**src/ipv4_forwarding_decision_macros.svh**
```systemverilog
// ----------------------------------------------------------------------------
// ipv4_forwarding_decision_macros
// assertion macros shared by the forwarding decision rtl
// ----------------------------------------------------------------------------
`ifndef IPV4_FORWARDING_DECISION_MACROS_SVH
`define IPV4_FORWARDING_DECISION_MACROS_SVH

`ifndef SYNTHESIS
// same-cycle implication under reset
`define IFD_ASSERT_IMPL(lbl, clk, rstn, ante, cons, msg) \
  lbl: assert property (@(posedge clk) disable iff (!(rstn)) (ante) |-> (cons)) \
    else $error(msg);
// next-cycle implication under reset
`define IFD_ASSERT_NEXT(lbl, clk, rstn, ante, cons, msg) \
  lbl: assert property (@(posedge clk) disable iff (!(rstn)) (ante) |=> (cons)) \
    else $error(msg);
`else
`define IFD_ASSERT_IMPL(lbl, clk, rstn, ante, cons, msg)
`define IFD_ASSERT_NEXT(lbl, clk, rstn, ante, cons, msg)
`endif

`endif

```
**src/ifd_pkg.sv**
```systemverilog
// ----------------------------------------------------------------------------
// ifd_pkg
// types and constants of the ipv4 forwarding decision block
// ----------------------------------------------------------------------------
`timescale 1ns / 1ps

package ifd_pkg;

  // table sizes
  localparam int ROUTES = 16;
  localparam int PORTS  = 4;
  localparam int RIDX_W = (ROUTES > 1) ? $clog2(ROUTES) : 1;

  // protocol and icmp constants
  localparam logic [7:0] PROTO_TCP          = 8'd6;
  localparam logic [7:0] PROTO_UDP          = 8'd17;
  localparam logic [7:0] PROTO_ICMP         = 8'd1;
  localparam logic [7:0] ICMP_ECHO_REQ      = 8'd8;
  localparam logic [7:0] ICMP_ECHO_RPL      = 8'd0;
  localparam logic [7:0] ICMP_UNREACH       = 8'd3;
  localparam logic [7:0] ICMP_TIME_EXC      = 8'd11;
  localparam logic [7:0] CODE_PORT_UNREACH  = 8'd3;
  localparam logic [7:0] CODE_PROTO_UNREACH = 8'd2;
  localparam logic [7:0] CODE_HOST_UNREACH  = 8'd1;
  localparam logic [7:0] CODE_NET_UNREACH   = 8'd0;
  localparam logic [7:0] CODE_NONE          = 8'd0;
  localparam logic [7:0] TTL_MINIMUM        = 8'd1;

  // item kinds
  typedef enum logic [1:0] {
    KIND_HEADER   = 2'd0,
    KIND_ROUTE_WR = 2'd1,
    KIND_PORT_WR  = 2'd2
  } kind_e;

  // result actions
  typedef enum logic [1:0] {
    ACT_NONE    = 2'd0,
    ACT_FORWARD = 2'd1,
    ACT_ICMP    = 2'd2
  } action_e;

  // configuration registers
  typedef enum logic {
    REG_ROUTE_COUNT = 1'b0,
    REG_PORT_COUNT  = 1'b1
  } cfg_reg_e;

  // controller states
  typedef enum logic [1:0] {
    ST_IDLE,
    ST_PORT,
    ST_SEARCH,
    ST_DONE
  } state_e;

  // input word
  typedef struct packed {
    logic [1:0]  kind;
    logic [1:0]  in_port;
    logic [3:0]  entry_index;
    logic [31:0] dest_addr;
    logic [7:0]  protocol;
    logic [7:0]  hop_limit;
    logic [7:0]  echo_kind;
    logic [31:0] new_prefix;
    logic [31:0] new_mask;
    logic [31:0] new_gateway;
    logic [1:0]  new_route_port;
    logic [31:0] new_port_addr;
  } in_word_t;

  // result word
  typedef struct packed {
    logic [1:0]  action;
    logic [7:0]  reply_type;
    logic [7:0]  reply_code;
    logic [1:0]  out_port;
    logic [31:0] next_hop;
    logic [7:0]  out_hop_limit;
  } out_word_t;

  // route write into the cell row
  typedef struct packed {
    logic        en;
    logic [3:0]  index;
    logic [31:0] prefix;
    logic [31:0] mask;
    logic [31:0] gateway;
    logic [1:0]  port;
  } route_wr_t;

  // search token handed from cell to cell
  typedef struct packed {
    logic [31:0] dst;
    logic        found;
    logic [31:0] best_mask;
    logic [31:0] gateway;
    logic [1:0]  port;
  } srch_t;

  // port address check result
  typedef struct packed {
    logic local_hit;
    logic other_hit;
  } port_hit_t;

endpackage

```
**src/ipv4_forwarding_decision.sv**
```systemverilog
// ----------------------------------------------------------------------------
// ipv4_forwarding_decision
// ipv4 forwarding decision with a chained longest prefix match route table
// ----------------------------------------------------------------------------
//  channel  direction  handshake             word
//  in       input      in_valid_i/in_stall_o  in_word_i   (header or table write)
//  out      output     out_valid_o/out_stall_i out_word_o (decision)
//  cfg      input      cfg_valid_i/cfg_ready_o cfg_index_i, cfg_data_i
//
//  one word in flight at a time; in_stall_o is high until the controller is idle
//  writes and port-level answers go from the accepted word register to the output register
//  a routed header sends a token down the cell row, one cell per cycle, so the
//  row length sets the latency
//  a stalled output holds its word while the next word is already accepted
//  reset clears counts and control; table contents are undefined until written
// ----------------------------------------------------------------------------
`timescale 1ns / 1ps

`include "ipv4_forwarding_decision_macros.svh"

module ipv4_forwarding_decision (
  input  logic              clk_i,
  input  logic              rst_ni,
  input  logic              in_valid_i,
  output logic              in_stall_o,
  input  ifd_pkg::in_word_t in_word_i,
  output logic              out_valid_o,
  input  logic              out_stall_i,
  output ifd_pkg::out_word_t out_word_o,
  input  logic              cfg_valid_i,
  output logic              cfg_ready_o,
  input  logic              cfg_index_i,
  input  logic [4:0]        cfg_data_i
);
  import ifd_pkg::*;

  state_e    state_q, state_d;
  in_word_t  hdr_q;
  srch_t     fin_q;
  logic [4:0] route_count_q;
  logic [2:0] port_count_q;
  logic      out_valid_q;
  out_word_t out_q;
  out_word_t res;
  logic      out_load;
  logic      out_free;
  logic      in_accept;
  logic      launch;
  route_wr_t rwr;
  port_hit_t phit;
  logic      tok_valid [ROUTES+1];
  srch_t     tok       [ROUTES+1];
  logic [ROUTES:0] tok_vec;

  assign in_accept = in_valid_i && !in_stall_o;
  assign in_stall_o = (state_q != ST_IDLE);
  assign cfg_ready_o = 1'b1;
  assign out_free = !out_valid_q || !out_stall_i;

  // configuration registers
  always_ff @(posedge clk_i or negedge rst_ni) begin
    if (!rst_ni) begin
      route_count_q <= '0;
      port_count_q  <= '0;
    end else if (cfg_valid_i) begin
      unique case (cfg_reg_e'(cfg_index_i))
        REG_ROUTE_COUNT: route_count_q <= cfg_data_i;
        REG_PORT_COUNT:  port_count_q  <= cfg_data_i[2:0];
        default:         route_count_q <= route_count_q;
      endcase
    end
  end

  // accepted word
  always_ff @(posedge clk_i) begin
    if (in_accept) begin
      hdr_q <= in_word_i;
    end
  end

  // route writes into the row
  always_comb begin
    rwr.en      = in_accept && (in_word_i.kind == KIND_ROUTE_WR);
    rwr.index   = in_word_i.entry_index;
    rwr.prefix  = in_word_i.new_prefix;
    rwr.mask    = in_word_i.new_mask;
    rwr.gateway = in_word_i.new_gateway;
    rwr.port    = in_word_i.new_route_port;
  end

  ifd_port_table u_port_table (
    .clk_i        (clk_i),
    .wr_en_i      (in_accept && (in_word_i.kind == KIND_PORT_WR)),
    .wr_index_i   (in_word_i.entry_index),
    .wr_addr_i    (in_word_i.new_port_addr),
    .port_count_i (port_count_q),
    .dst_i        (hdr_q.dest_addr),
    .in_port_i    (hdr_q.in_port),
    .hit_o        (phit)
  );

  // token launch into the first cell
  assign tok_valid[0] = launch;
  assign tok[0]       = '{dst: hdr_q.dest_addr, default: '0};

  // row of route cells
  for (genvar g = 0; g < ROUTES; g++) begin : g_cell
    ifd_route_cell u_cell (
      .clk_i         (clk_i),
      .rst_ni        (rst_ni),
      .cell_idx_i    (RIDX_W'(g)),
      .route_count_i (route_count_q),
      .wr_i          (rwr),
      .tok_valid_i   (tok_valid[g]),
      .tok_i         (tok[g]),
      .tok_valid_o   (tok_valid[g+1]),
      .tok_o         (tok[g+1])
    );
  end

  for (genvar g = 0; g <= ROUTES; g++) begin : g_vec
    assign tok_vec[g] = tok_valid[g];
  end

  // final token of the search
  always_ff @(posedge clk_i) begin
    if (tok_valid[ROUTES]) begin
      fin_q <= tok[ROUTES];
    end
  end

  // state register
  always_ff @(posedge clk_i or negedge rst_ni) begin
    if (!rst_ni) begin
      state_q <= ST_IDLE;
    end else begin
      state_q <= state_d;
    end
  end

  // next state and result word
  always_comb begin
    state_d  = state_q;
    res      = '0;
    out_load = 1'b0;
    launch   = 1'b0;
    unique case (state_q)
      ST_IDLE: begin
        if (in_accept) begin
          state_d = ST_PORT;
        end
      end
      ST_PORT: begin
        if ((hdr_q.kind == KIND_HEADER) && !phit.local_hit && !phit.other_hit) begin
          launch  = 1'b1;
          state_d = ST_SEARCH;
        end else if (out_free) begin
          out_load = 1'b1;
          state_d  = ST_IDLE;
          if (hdr_q.kind == KIND_HEADER) begin
            res.action = ACT_ICMP;
            if (phit.local_hit) begin
              // packet for the arrival port
              priority if ((hdr_q.protocol == PROTO_TCP) ||
                           (hdr_q.protocol == PROTO_UDP)) begin
                res.reply_type = ICMP_UNREACH;
                res.reply_code = CODE_PORT_UNREACH;
              end else if (hdr_q.hop_limit == TTL_MINIMUM) begin
                res.reply_type = ICMP_TIME_EXC;
                res.reply_code = CODE_NONE;
              end else if (hdr_q.protocol == PROTO_ICMP) begin
                if (hdr_q.echo_kind == ICMP_ECHO_REQ) begin
                  res.reply_type = ICMP_ECHO_RPL;
                  res.reply_code = CODE_NONE;
                end else begin
                  res.action = ACT_NONE;
                end
              end else begin
                res.reply_type = ICMP_UNREACH;
                res.reply_code = CODE_PROTO_UNREACH;
              end
            end else begin
              // packet for another router port
              res.reply_type = ICMP_UNREACH;
              res.reply_code = CODE_HOST_UNREACH;
            end
          end
        end
      end
      ST_SEARCH: begin
        if (tok_valid[ROUTES]) begin
          state_d = ST_DONE;
        end
      end
      ST_DONE: begin
        if (out_free) begin
          out_load = 1'b1;
          state_d  = ST_IDLE;
          priority if (!fin_q.found) begin
            res.action     = ACT_ICMP;
            res.reply_type = ICMP_UNREACH;
            res.reply_code = CODE_NET_UNREACH;
          end else if (hdr_q.hop_limit <= TTL_MINIMUM) begin
            res.action     = ACT_ICMP;
            res.reply_type = ICMP_TIME_EXC;
            res.reply_code = CODE_NONE;
          end else begin
            res.action        = ACT_FORWARD;
            res.out_port      = fin_q.port;
            res.next_hop      = (fin_q.gateway != '0) ? fin_q.gateway : hdr_q.dest_addr;
            res.out_hop_limit = 8'(hdr_q.hop_limit - 8'd1);
          end
        end
      end
      default: begin
        state_d = ST_IDLE;
      end
    endcase
  end

  // output register
  always_ff @(posedge clk_i or negedge rst_ni) begin
    if (!rst_ni) begin
      out_valid_q <= 1'b0;
    end else if (out_load) begin
      out_valid_q <= 1'b1;
    end else if (!out_stall_i) begin
      out_valid_q <= 1'b0;
    end
  end

  always_ff @(posedge clk_i) begin
    if (out_load) begin
      out_q <= res;
    end
  end

  assign out_valid_o = out_valid_q;
  assign out_word_o  = out_q;

  // checks
  `IFD_ASSERT_IMPL(a_one_token, clk_i, rst_ni, 1'b1, $onehot0(tok_vec), "more than one token in the row")
  `IFD_ASSERT_IMPL(a_token_end, clk_i, rst_ni, tok_valid[ROUTES], state_q == ST_SEARCH, "token arrived outside search")
  `IFD_ASSERT_NEXT(a_accept_port, clk_i, rst_ni, in_accept, state_q == ST_PORT, "accepted word not taken to port check")
  `IFD_ASSERT_IMPL(a_fwd_ttl, clk_i, rst_ni, out_valid_q && (out_q.action == ACT_FORWARD), out_q.out_hop_limit != 8'd0, "forwarded word with zero hop limit")

endmodule

```
**src/ifd_route_cell.sv**
```systemverilog
// ----------------------------------------------------------------------------
// ifd_route_cell
// one route entry plus one stage of the longest prefix match chain
// ----------------------------------------------------------------------------
`timescale 1ns / 1ps

module ifd_route_cell (
  input  logic                      clk_i,
  input  logic                      rst_ni,
  input  logic [ifd_pkg::RIDX_W-1:0] cell_idx_i,
  input  logic [4:0]                route_count_i,
  input  ifd_pkg::route_wr_t        wr_i,
  input  logic                      tok_valid_i,
  input  ifd_pkg::srch_t            tok_i,
  output logic                      tok_valid_o,
  output ifd_pkg::srch_t            tok_o
);
  import ifd_pkg::*;

  logic [31:0] prefix_q;
  logic [31:0] mask_q;
  logic [31:0] gateway_q;
  logic [1:0]  port_q;
  logic        tok_valid_q;
  srch_t       tok_q;
  srch_t       tok_d;
  logic        in_range;
  logic        hit;

  // entry storage
  always_ff @(posedge clk_i) begin
    if (wr_i.en && (32'(wr_i.index) == 32'(cell_idx_i))) begin
      prefix_q  <= wr_i.prefix;
      mask_q    <= wr_i.mask;
      gateway_q <= wr_i.gateway;
      port_q    <= wr_i.port;
    end
  end

  // compare against this entry, later equal mask wins
  always_comb begin
    in_range = 32'(cell_idx_i) < 32'(route_count_i);
    hit      = in_range && ((mask_q & tok_i.dst) == prefix_q) && (mask_q >= tok_i.best_mask);
    tok_d    = tok_i;
    if (hit) begin
      tok_d.found     = 1'b1;
      tok_d.best_mask = mask_q;
      tok_d.gateway   = gateway_q;
      tok_d.port      = port_q;
    end
  end

  // token valid
  always_ff @(posedge clk_i or negedge rst_ni) begin
    if (!rst_ni) begin
      tok_valid_q <= 1'b0;
    end else begin
      tok_valid_q <= tok_valid_i;
    end
  end

  // token payload
  always_ff @(posedge clk_i) begin
    if (tok_valid_i) begin
      tok_q <= tok_d;
    end
  end

  assign tok_valid_o = tok_valid_q;
  assign tok_o       = tok_q;

endmodule

```
**src/ifd_port_table.sv**
```systemverilog
// ----------------------------------------------------------------------------
// ifd_port_table
// router port addresses and the local / other port address checks
// ----------------------------------------------------------------------------
`timescale 1ns / 1ps

module ifd_port_table (
  input  logic               clk_i,
  input  logic               wr_en_i,
  input  logic [3:0]         wr_index_i,
  input  logic [31:0]        wr_addr_i,
  input  logic [2:0]         port_count_i,
  input  logic [31:0]        dst_i,
  input  logic [1:0]         in_port_i,
  output ifd_pkg::port_hit_t hit_o
);
  import ifd_pkg::*;

  logic [31:0] addr_q [PORTS];
  logic [PORTS-1:0] match;
  logic [PORTS-1:0] local_match;

  // address storage
  always_ff @(posedge clk_i) begin
    for (int i = 0; i < PORTS; i++) begin
      if (wr_en_i && (32'(wr_index_i) == 32'(i))) begin
        addr_q[i] <= wr_addr_i;
      end
    end
  end

  // compare destination with every valid port
  always_comb begin
    for (int i = 0; i < PORTS; i++) begin
      match[i]       = (32'(i) < 32'(port_count_i)) && (dst_i == addr_q[i]);
      local_match[i] = match[i] && (32'(in_port_i) == 32'(i));
    end
    hit_o.local_hit = |local_match;
    hit_o.other_hit = |match;
  end

endmodule

```
**config.mk**
```make
export PLATFORM = sky130hd
export DESIGN_NAME = ipv4_forwarding_decision
export DESIGN_NICKNAME = d
export VERILOG_FILES = /design/src/ifd_pkg.sv /design/src/ipv4_forwarding_decision.sv /design/src/ifd_route_cell.sv /design/src/ifd_port_table.sv
export VERILOG_INCLUDE_DIRS = /design/src /design/src/src
export SDC_FILE = /design/constraint.sdc
export NUM_CORES = 2
export LEC_CHECK = 0
export ABC_AREA = 1
export BUFFER_PORTS_ARGS = -buffer_cell sky130_fd_sc_hd__buf_2
export CELL_PAD_IN_SITES_DETAIL_PLACEMENT = 2
export CELL_PAD_IN_SITES_GLOBAL_PLACEMENT = 2
export CORE_AREA = 2 2 545 547
export DETAILED_ROUTE_END_ITERATION = 10
export DIE_AREA = 0 0 547 549
export GPL_ROUTABILITY_DRIVEN = 0
export PLACE_DENSITY_LB_ADDON = 0.15
export SETUP_SLACK_MARGIN = 0.4
export SKIP_CTS_REPAIR_TIMING = 1
export SYNTH_ARGS = -nofsm -noshare
export SYNTH_HDL_FRONTEND = slang
export SYNTH_SLANG_ARGS = --single-unit
```
**constraint.sdc**
```tcl
create_clock -name clk_i -period 8.35 [get_ports clk_i]
set_clock_uncertainty 0.05 [all_clocks]
set_input_delay 2.0875 -clock clk_i [delete_from_list [all_inputs] [get_ports clk_i]]
set_output_delay 2.0875 -clock clk_i [all_outputs]
set_load 0.02 [all_outputs]
```
# Yosys cells after proc, flatten, opt, wreduce, memory -nomap -nowiden
# Memory sizes are Yosys's and may differ from the RTL's.
# Index checks and enable logic that the tools add are counted.
totals:
  memories: 1
  wordCells: 439
  ramBits: 128
  ff_bits: 3270
  inputBits: 205
op_classes:
  n_bitwise: 20
  addsub: 1
  n_eq_ne: 51
  n_reduce_logical: 87
  n_lt_le_gt_ge: 37
  mux: 65
memory_table:
  columns: ["memory", "depth", "word_bits", "read_ports", "rd_ports_with_merged_regs", "wr", "line_no", "text"]
  rows:
  - ["u_port_table.addr_q", 4, 32, 4, 0, 1, "ifd_port_table.sv:19", "logic [31:0] addr_q [PORTS];"]
op_table:
  columns: ["cell", "count"]
  rows:
  - ["66-bit 2-to-1 mux", 14]
  - ["32-bit == test", 20]
  - ["32-bit bitwise AND", 16]
  - ["32-bit >= comparator", 15]
  - ["32-bit 2-to-1 mux", 4]
  - ["32-bit OR reduction", 3]
  - ["42-bit 2-to-1 mux", 2]
  - ["18-bit 2-to-1 mux", 4]
  - ["67-bit 2-to-1 mux", 1]
  - ["1-bit logical AND", 65]
  - ["60-bit 2-to-1 mux", 1]
  - ["12-bit 2-to-1 mux", 4]
  - ["4-bit by 5-bit < comparator with 1-bit output, first input constant", 8]
  - ["18-bit case mux with 2 select lines", 1]
  - ["34-bit 2-to-1 mux", 1]
  - ["4-bit == test, second input constant", 8]
  - ["32-bit by 1-bit >= comparator with 1-bit output, second input constant", 1]
  - ["32-bit nonzero test", 1]
  - ["2-bit 2-to-1 mux", 13]
  - ["3-bit by 5-bit < comparator with 1-bit output, first input constant", 4]
  - ["1-bit 2-to-1 mux", 17]
  - ["4-bit by 3-bit == test with 1-bit output, second input constant", 4]
  - ["8-bit by 1-bit == test with 1-bit output, second input constant", 2]
  - ["4-bit OR reduction", 3]
  - ["25 further kinds", 49]

# Depth between registers and ports, before layout
logic_depth:
  depth_word: 11
  mapped_depth: 17
  mapped_depth_nobuf: 15

# Hierarchy
# Synthesis repeated with hierarchy kept, for this count alone.
unflattened:
  cells_unflattened: 12801
  area_unflattened_um2: 149171.8
modules_own_cells:
  columns: ["module", "area_per_inst_um2", "cells_per_inst", "instances"]
  rows:
  - ["ifd_route_cell at g_cell[0].u_cell ...", 8557.0, 728, 13]
  - ["ifd_route_cell at g_cell[7].u_cell ...", 8555.7, 727, 3]
  - ["ipv4_forwarding_decision", 6149.6, 502, 1]
  - ["ifd_port_table", 6114.6, 654, 1]

# Worst setup path before layout
# No wires, ideal clock.
synth_path:
  kind: "input to register"
  start: "in in_word_i[193] (netlist name)"
  end: "reg g_cell[0].u_cell.gateway_q[0], enable pin"
  setup_slack_ps: 1129
  arrival_ps: 6615
  stages: 5
  cell_sequence: "inv_1 -> nand2_1 -> nor2_1 -> nand3_1 -> nor2_1"
synth_via:
  elab_chain_len: 3
synth_rtl:
  columns: ["item", "line_no", "text"]
  rows:
  - ["start: declaration", "ipv4_forwarding_decision.sv:26", "input ifd_pkg::in_word_t in_word_i,"]
  - ["2-bit by 1-bit == test with 1-bit output", "ipv4_forwarding_decision.sv:83", "rwr.en = in_accept && (in_word_i.kind == KIND_ROUTE_WR);"]
  - ["1-bit logical AND", "ipv4_forwarding_decision.sv:83", null]
  - ["1-bit logical AND", "ifd_route_cell.sv:32", "if (wr_i.en && (32'(wr_i.index) == 32'(cell_idx_i))) begin"]
  - ["end signal: assignment", "ifd_route_cell.sv:35", "gateway_q <= wr_i.gateway;"]
  - ["end: declaration", "ifd_route_cell.sv:22", "logic [31:0] gateway_q;"]
# Every way passes these cells.
# A chain may end at the register's enable or synchronous reset.

# Worst setup path in the final report
layout_path:
  start: "in in_word_i[193] (netlist name)"
  end: "reg g_cell[15].u_cell.mask_q[21], enable pin"
layout_via:
  elab_chain_len: 3
layout_rtl:
  columns: ["item", "line_no", "text"]
  rows:
  - ["2-bit by 1-bit == test with 1-bit output", "ipv4_forwarding_decision.sv:83", null]
  - ["1-bit logical AND", "ipv4_forwarding_decision.sv:83", null]
  - ["1-bit logical AND", "ifd_route_cell.sv:32", null]
  - ["end signal: assignment", "ifd_route_cell.sv:34", "mask_q <= wr_i.mask;"]
  - ["end: declaration", "ifd_route_cell.sv:21", "logic [31:0] mask_q;"]
# Every way passes these cells.

==> parameters.txt <==
Parameter                              Value

Worst setup path
  Setup crit start ... in_word_i[193]
  Critical Path Sink Type ... flip-flop
  Endpoint of the lowest-slack register-to-register path ... g_cell[0].u_cell.tok_o[30]
  Crit path required time ... 8.88 ns
  Critical path type ... in2reg
  Worst stage delay on the critical path ... 1.30 ns
  WP data arrival ... 5.68 ns
  Count of cells along the worst register-to-register path ... 11
  Reg2reg setup slack ... 3.32 ns
  Kind of launch point of the worst setup path ... input pin
  Slowest cell on the critical path ... sky130_fd_sc_hd__nor2_4
  List of cells traversed by the critical path ... buf_2, inv_1, nand2_1, nor2_1, nand3_1, nor2_4, buf_12
  FF-to-FF Start ... hdr_q[157]
  Critical-path maximum fanout ... 64

Clock tree
  Sink Count ... 3386
  Total clock buffers created by CTS ... 363
  Root buf cell ... sky130_fd_sc_hd__clkbuf_16
  Maximum level of the CTS H-tree ... 5
  Clock Pin Slew Worst Setup and Hold Paths ... 0.07 ns
  Maximum count of clock buffers along a single path ... 4
  Clk Latency, worst-skew pair ... 1.00 ns
  Clock tree from TritonCTS ... done

Power and ir drop
  Share of total power in the clock network ... 0.459
  Pwr dens ... 223 nW/µm²
  Part of the power in combinational logic ... 0.016
  Sequential share of power ... 0.525
  Leakage ... about 60 nW
  Power spent charging and discharging nets ... 7.90 mW
  Worst vdd ir ... 0.220 mV
  Switching Share ... 0.223
  Total internal power ... 27.4 mW

STA
  Fin Setup TNS ... 0 ns
  Final critical-path share of the clock period ... 0.617
  Final period demand of the worst path ... roughly 5.1 ns
  Final hold viol count ... 0
  Max Freq ... a little under 0.2 GHz
  Final count of negative-setup-slack endpoints ... 0
  Unrepaired setup endpoints after global routing ... false
  Max-slew violation count ... 0
  Worst max-slew margin expressed relative to the limit ... 0.0402
  Transition time at the pin with the least slew margin ... 1.44 ns

Synthesis
  Ys flop type ... sky130_fd_sc_hd__edfxtp_1
  Yosys warnings ... 0
  Cell taking the most area after synthesis ... sky130_fd_sc_hd__edfxtp_1
  Count of cell types in the netlist ... 46
  Number of enable flip-flop cells after synthesis ... around 3.4k
  Netlist area before placement ... 141000 µm²
  Share of synthesized area occupied by flip-flops and latches ... 0.720
  Share of synthesized registers carrying an async set or reset ... 0.00797
  Mean instance size in the synthesized netlist ... 12.4 µm²
  Post-synthesis cell count ... approximately 11k
  Area share of the leading cell type in the synthesized netlist ... 0.716
  Top area cells in the synthesized netlist ... sky130_fd_sc_hd__edfxtp_1 (72%), sky130_fd_sc_hd__nand2_1 (9.1%), sky130_fd_sc_hd__ha_1 (4.3%)
  Number of storage elements in the synthesis netlist ... ~3.4k

Cells and area
  Proportion of layout cells with a drive suffix above 1 ... 0.0859
  Multi-input gate area in the final layout ... 34700 µm²
  Layout area overhead ... 12.4%
  Commonest non-fill, non-tap cells in the layout ... sky130_fd_sc_hd__nand2_1 (3391), sky130_fd_sc_hd__edfxtp_1 (3359), sky130_fd_sc_hd__nand3_1 (943)
  NumNets Final ... 12.4k
  Register Area ... 102000 µm²
  Most frequent standard cell in the layout excluding fill and tap cells ... sky130_fd_sc_hd__nand2_1
  Post-route non-filler standard cell count ... 16.0k
  Filler Cells Inserted ... 27.6k

Global route
  Global-route wire length before repair ... ~850 mm
  Initial antenna violation count ... 91
  Pin count of the biggest net entering global routing ... 99
  GRT Residual Overflow ... 0
  GRT Overall Usage ... 0.404
  Via count of the first global-routing pass ... 109k

Min path
  Hold Path Depth ... 0
  Hold Crit Class ... reg2reg
  Hold path start ... g_cell[15].u_cell.tok_o[28]
  Hold EP ... fin_q[28]

Routing
  Remaining routing DRC violations ... 0
  Met2 WL ... 311 mm
  DR pass1 iterations ... 9
  Vias per cell ... 6.24
  Number of DRC violations after detailed-routing iteration 0 ... 12.4k
  Vias after detailed routing ... 100k
  Met1 layer wirelength in the final routing ... between 150 and 200 mm
  Average wire length per cell after detail routing ... 38.5 µm
  Detail Route met3 WL ... about 48 mm
  Sum of routed wire length over all layers ... 617 mm
  Highest signal layer in the routed design ... met5
  Antenna Violating Nets Remaining ... 0

Floorplanning
  Die boundary height ... 549 µm
  Row Count ... 200
  Starting Density ... 0.478
  Area enclosed by the die boundary ... 300000 µm²
  Core area ... approximately 300000 µm²
  Count of pins on the block boundary ... 268
  Die Span X ... 547 µm

Placed design
  HPWL reported at the end of detailed placement ... roughly 390 mm
  Port bufs ... 255
  Cell count after placement ... 15.3k

Run status
  Status ... finished clean

Job
  Number of violations of the max-capacitance limit ... 0
critical path: cells and delay by family:
kind,cells,cell delay (ns)
and+or+nand+nor,4,2.74
buffers and inverters,3,0.55
per-stage QoR:
stage               utilization  total power [mW]  setup WS [ns]  instance area [µm²]  hold slack (ns)
floorplan                     -              18.9           1.13               141000            0.350
global placement          0.498              19.4           2.86               147000            0.369
detailed placement        0.498              19.5           2.65               147000            0.372
CTS                       0.537              35.4           3.38               158000            0.393
global route              0.537              35.8           3.19               158000            0.396
finish                    0.537              35.3           3.20               158000            0.395
cell usage after synthesis (55+ instances only):
library cell,instances
sky130_fd_sc_hd__clkbuf_1,107
sky130_fd_sc_hd__or2_2,88
sky130_fd_sc_hd__a21oi_1,286
sky130_fd_sc_hd__nand2_1,3405
sky130_fd_sc_hd__xor2_1,157
sky130_fd_sc_hd__xnor2_1,254
sky130_fd_sc_hd__buf_2,178
sky130_fd_sc_hd__nor3_1,98
sky130_fd_sc_hd__nand4_1,108
sky130_fd_sc_hd__nor4_1,55
sky130_fd_sc_hd__inv_1,921
sky130_fd_sc_hd__nor2_1,469
sky130_fd_sc_hd__o21ai_0,174
sky130_fd_sc_hd__ha_1,482
sky130_fd_sc_hd__edfxtp_1,3359
sky130_fd_sc_hd__nand3_1,953
final cells by class:
class,count,area share
well taps,3939,0.0311
inverters,926,0.0220
flip-flops and latches,3386,0.641
clock inverters,182,0.00928
multi-input cells,6686,0.219
repair buffers,375,0.0143
clock buffers,486,0.0621
diodes,54,0.000853
kinds of logic after synthesis:
group           after synthesis  share of synthesized area
compound gates              524                     0.0197
xor+xnor                    411                     0.0255
fa+ha+maj                   482                     0.0428
buf+inv                    1262                     0.0361
flops                      3386                      0.720
other cells                   2                  0.0000533
simple gates               5257                      0.156
layer usage:
metal / GRT usage / vias to the layer above
met5: 0 / -
met3: 0.0722 / 2395
met1: 0.430 / 51394
li1: - / 39965
met4: 0.334 / 36
met2: 0.703 / 6182
flip-flops by register name (all words and copies together), names as in the netlist, 2 cells and up:
| register | count |
|---|---|
| g_cell.u_cell.tok_valid_o | 16 |
| fin_q | 35 |
| out_word_o | 48 |
| g_cell.u_cell.gateway_q | 512 |
| g_cell.u_cell.port_q | 32 |
| g_cell.u_cell.prefix_q | 512 |
| route_count_q | 5 |
| hdr_q | 60 |
| g_cell.u_cell.tok_o | 1520 |
| state_q | 2 |
| g_cell.u_cell.mask_q | 512 |
| port_count_q | 3 |
| u_port_table.addr_q | 128 |
power groups by stage:
| stage | clock network, mW | logic [mW] | registers, mW |
|---|---|---|---|
| 5_1_grt | 16.8 | 0.530 | 18.5 |
| 6_report | 16.2 | 0.568 | 18.6 |
| 2_1_floorplan | 0 | 0.0329 | 18.9 |
| 3_5_place_dp | 0 | 0.531 | 18.9 |
| 4_1_cts | 16.3 | 0.538 | 18.6 |
| 3_3_place_gp | 0 | 0.516 | 18.9 |
worst max-delay path by stage:
stage / endpoint / slack [ns] / cells after the start
global route: g_cell[14].u_cell.tok_o[21] / 3.19 / 12
floorplan: g_cell[0].u_cell.gateway_q[0] / 1.13 / 5
finish: g_cell[15].u_cell.mask_q[21] / 3.20 / 7
detailed placement: g_cell[15].u_cell.prefix_q[23] / 2.65 / 6
CTS: g_cell[14].u_cell.tok_o[16] / 3.38 / 14
global placement: g_cell[7].u_cell.gateway_q[18] / 2.86 / 7
No activity file was read; power rests on OpenSTA's default activity.
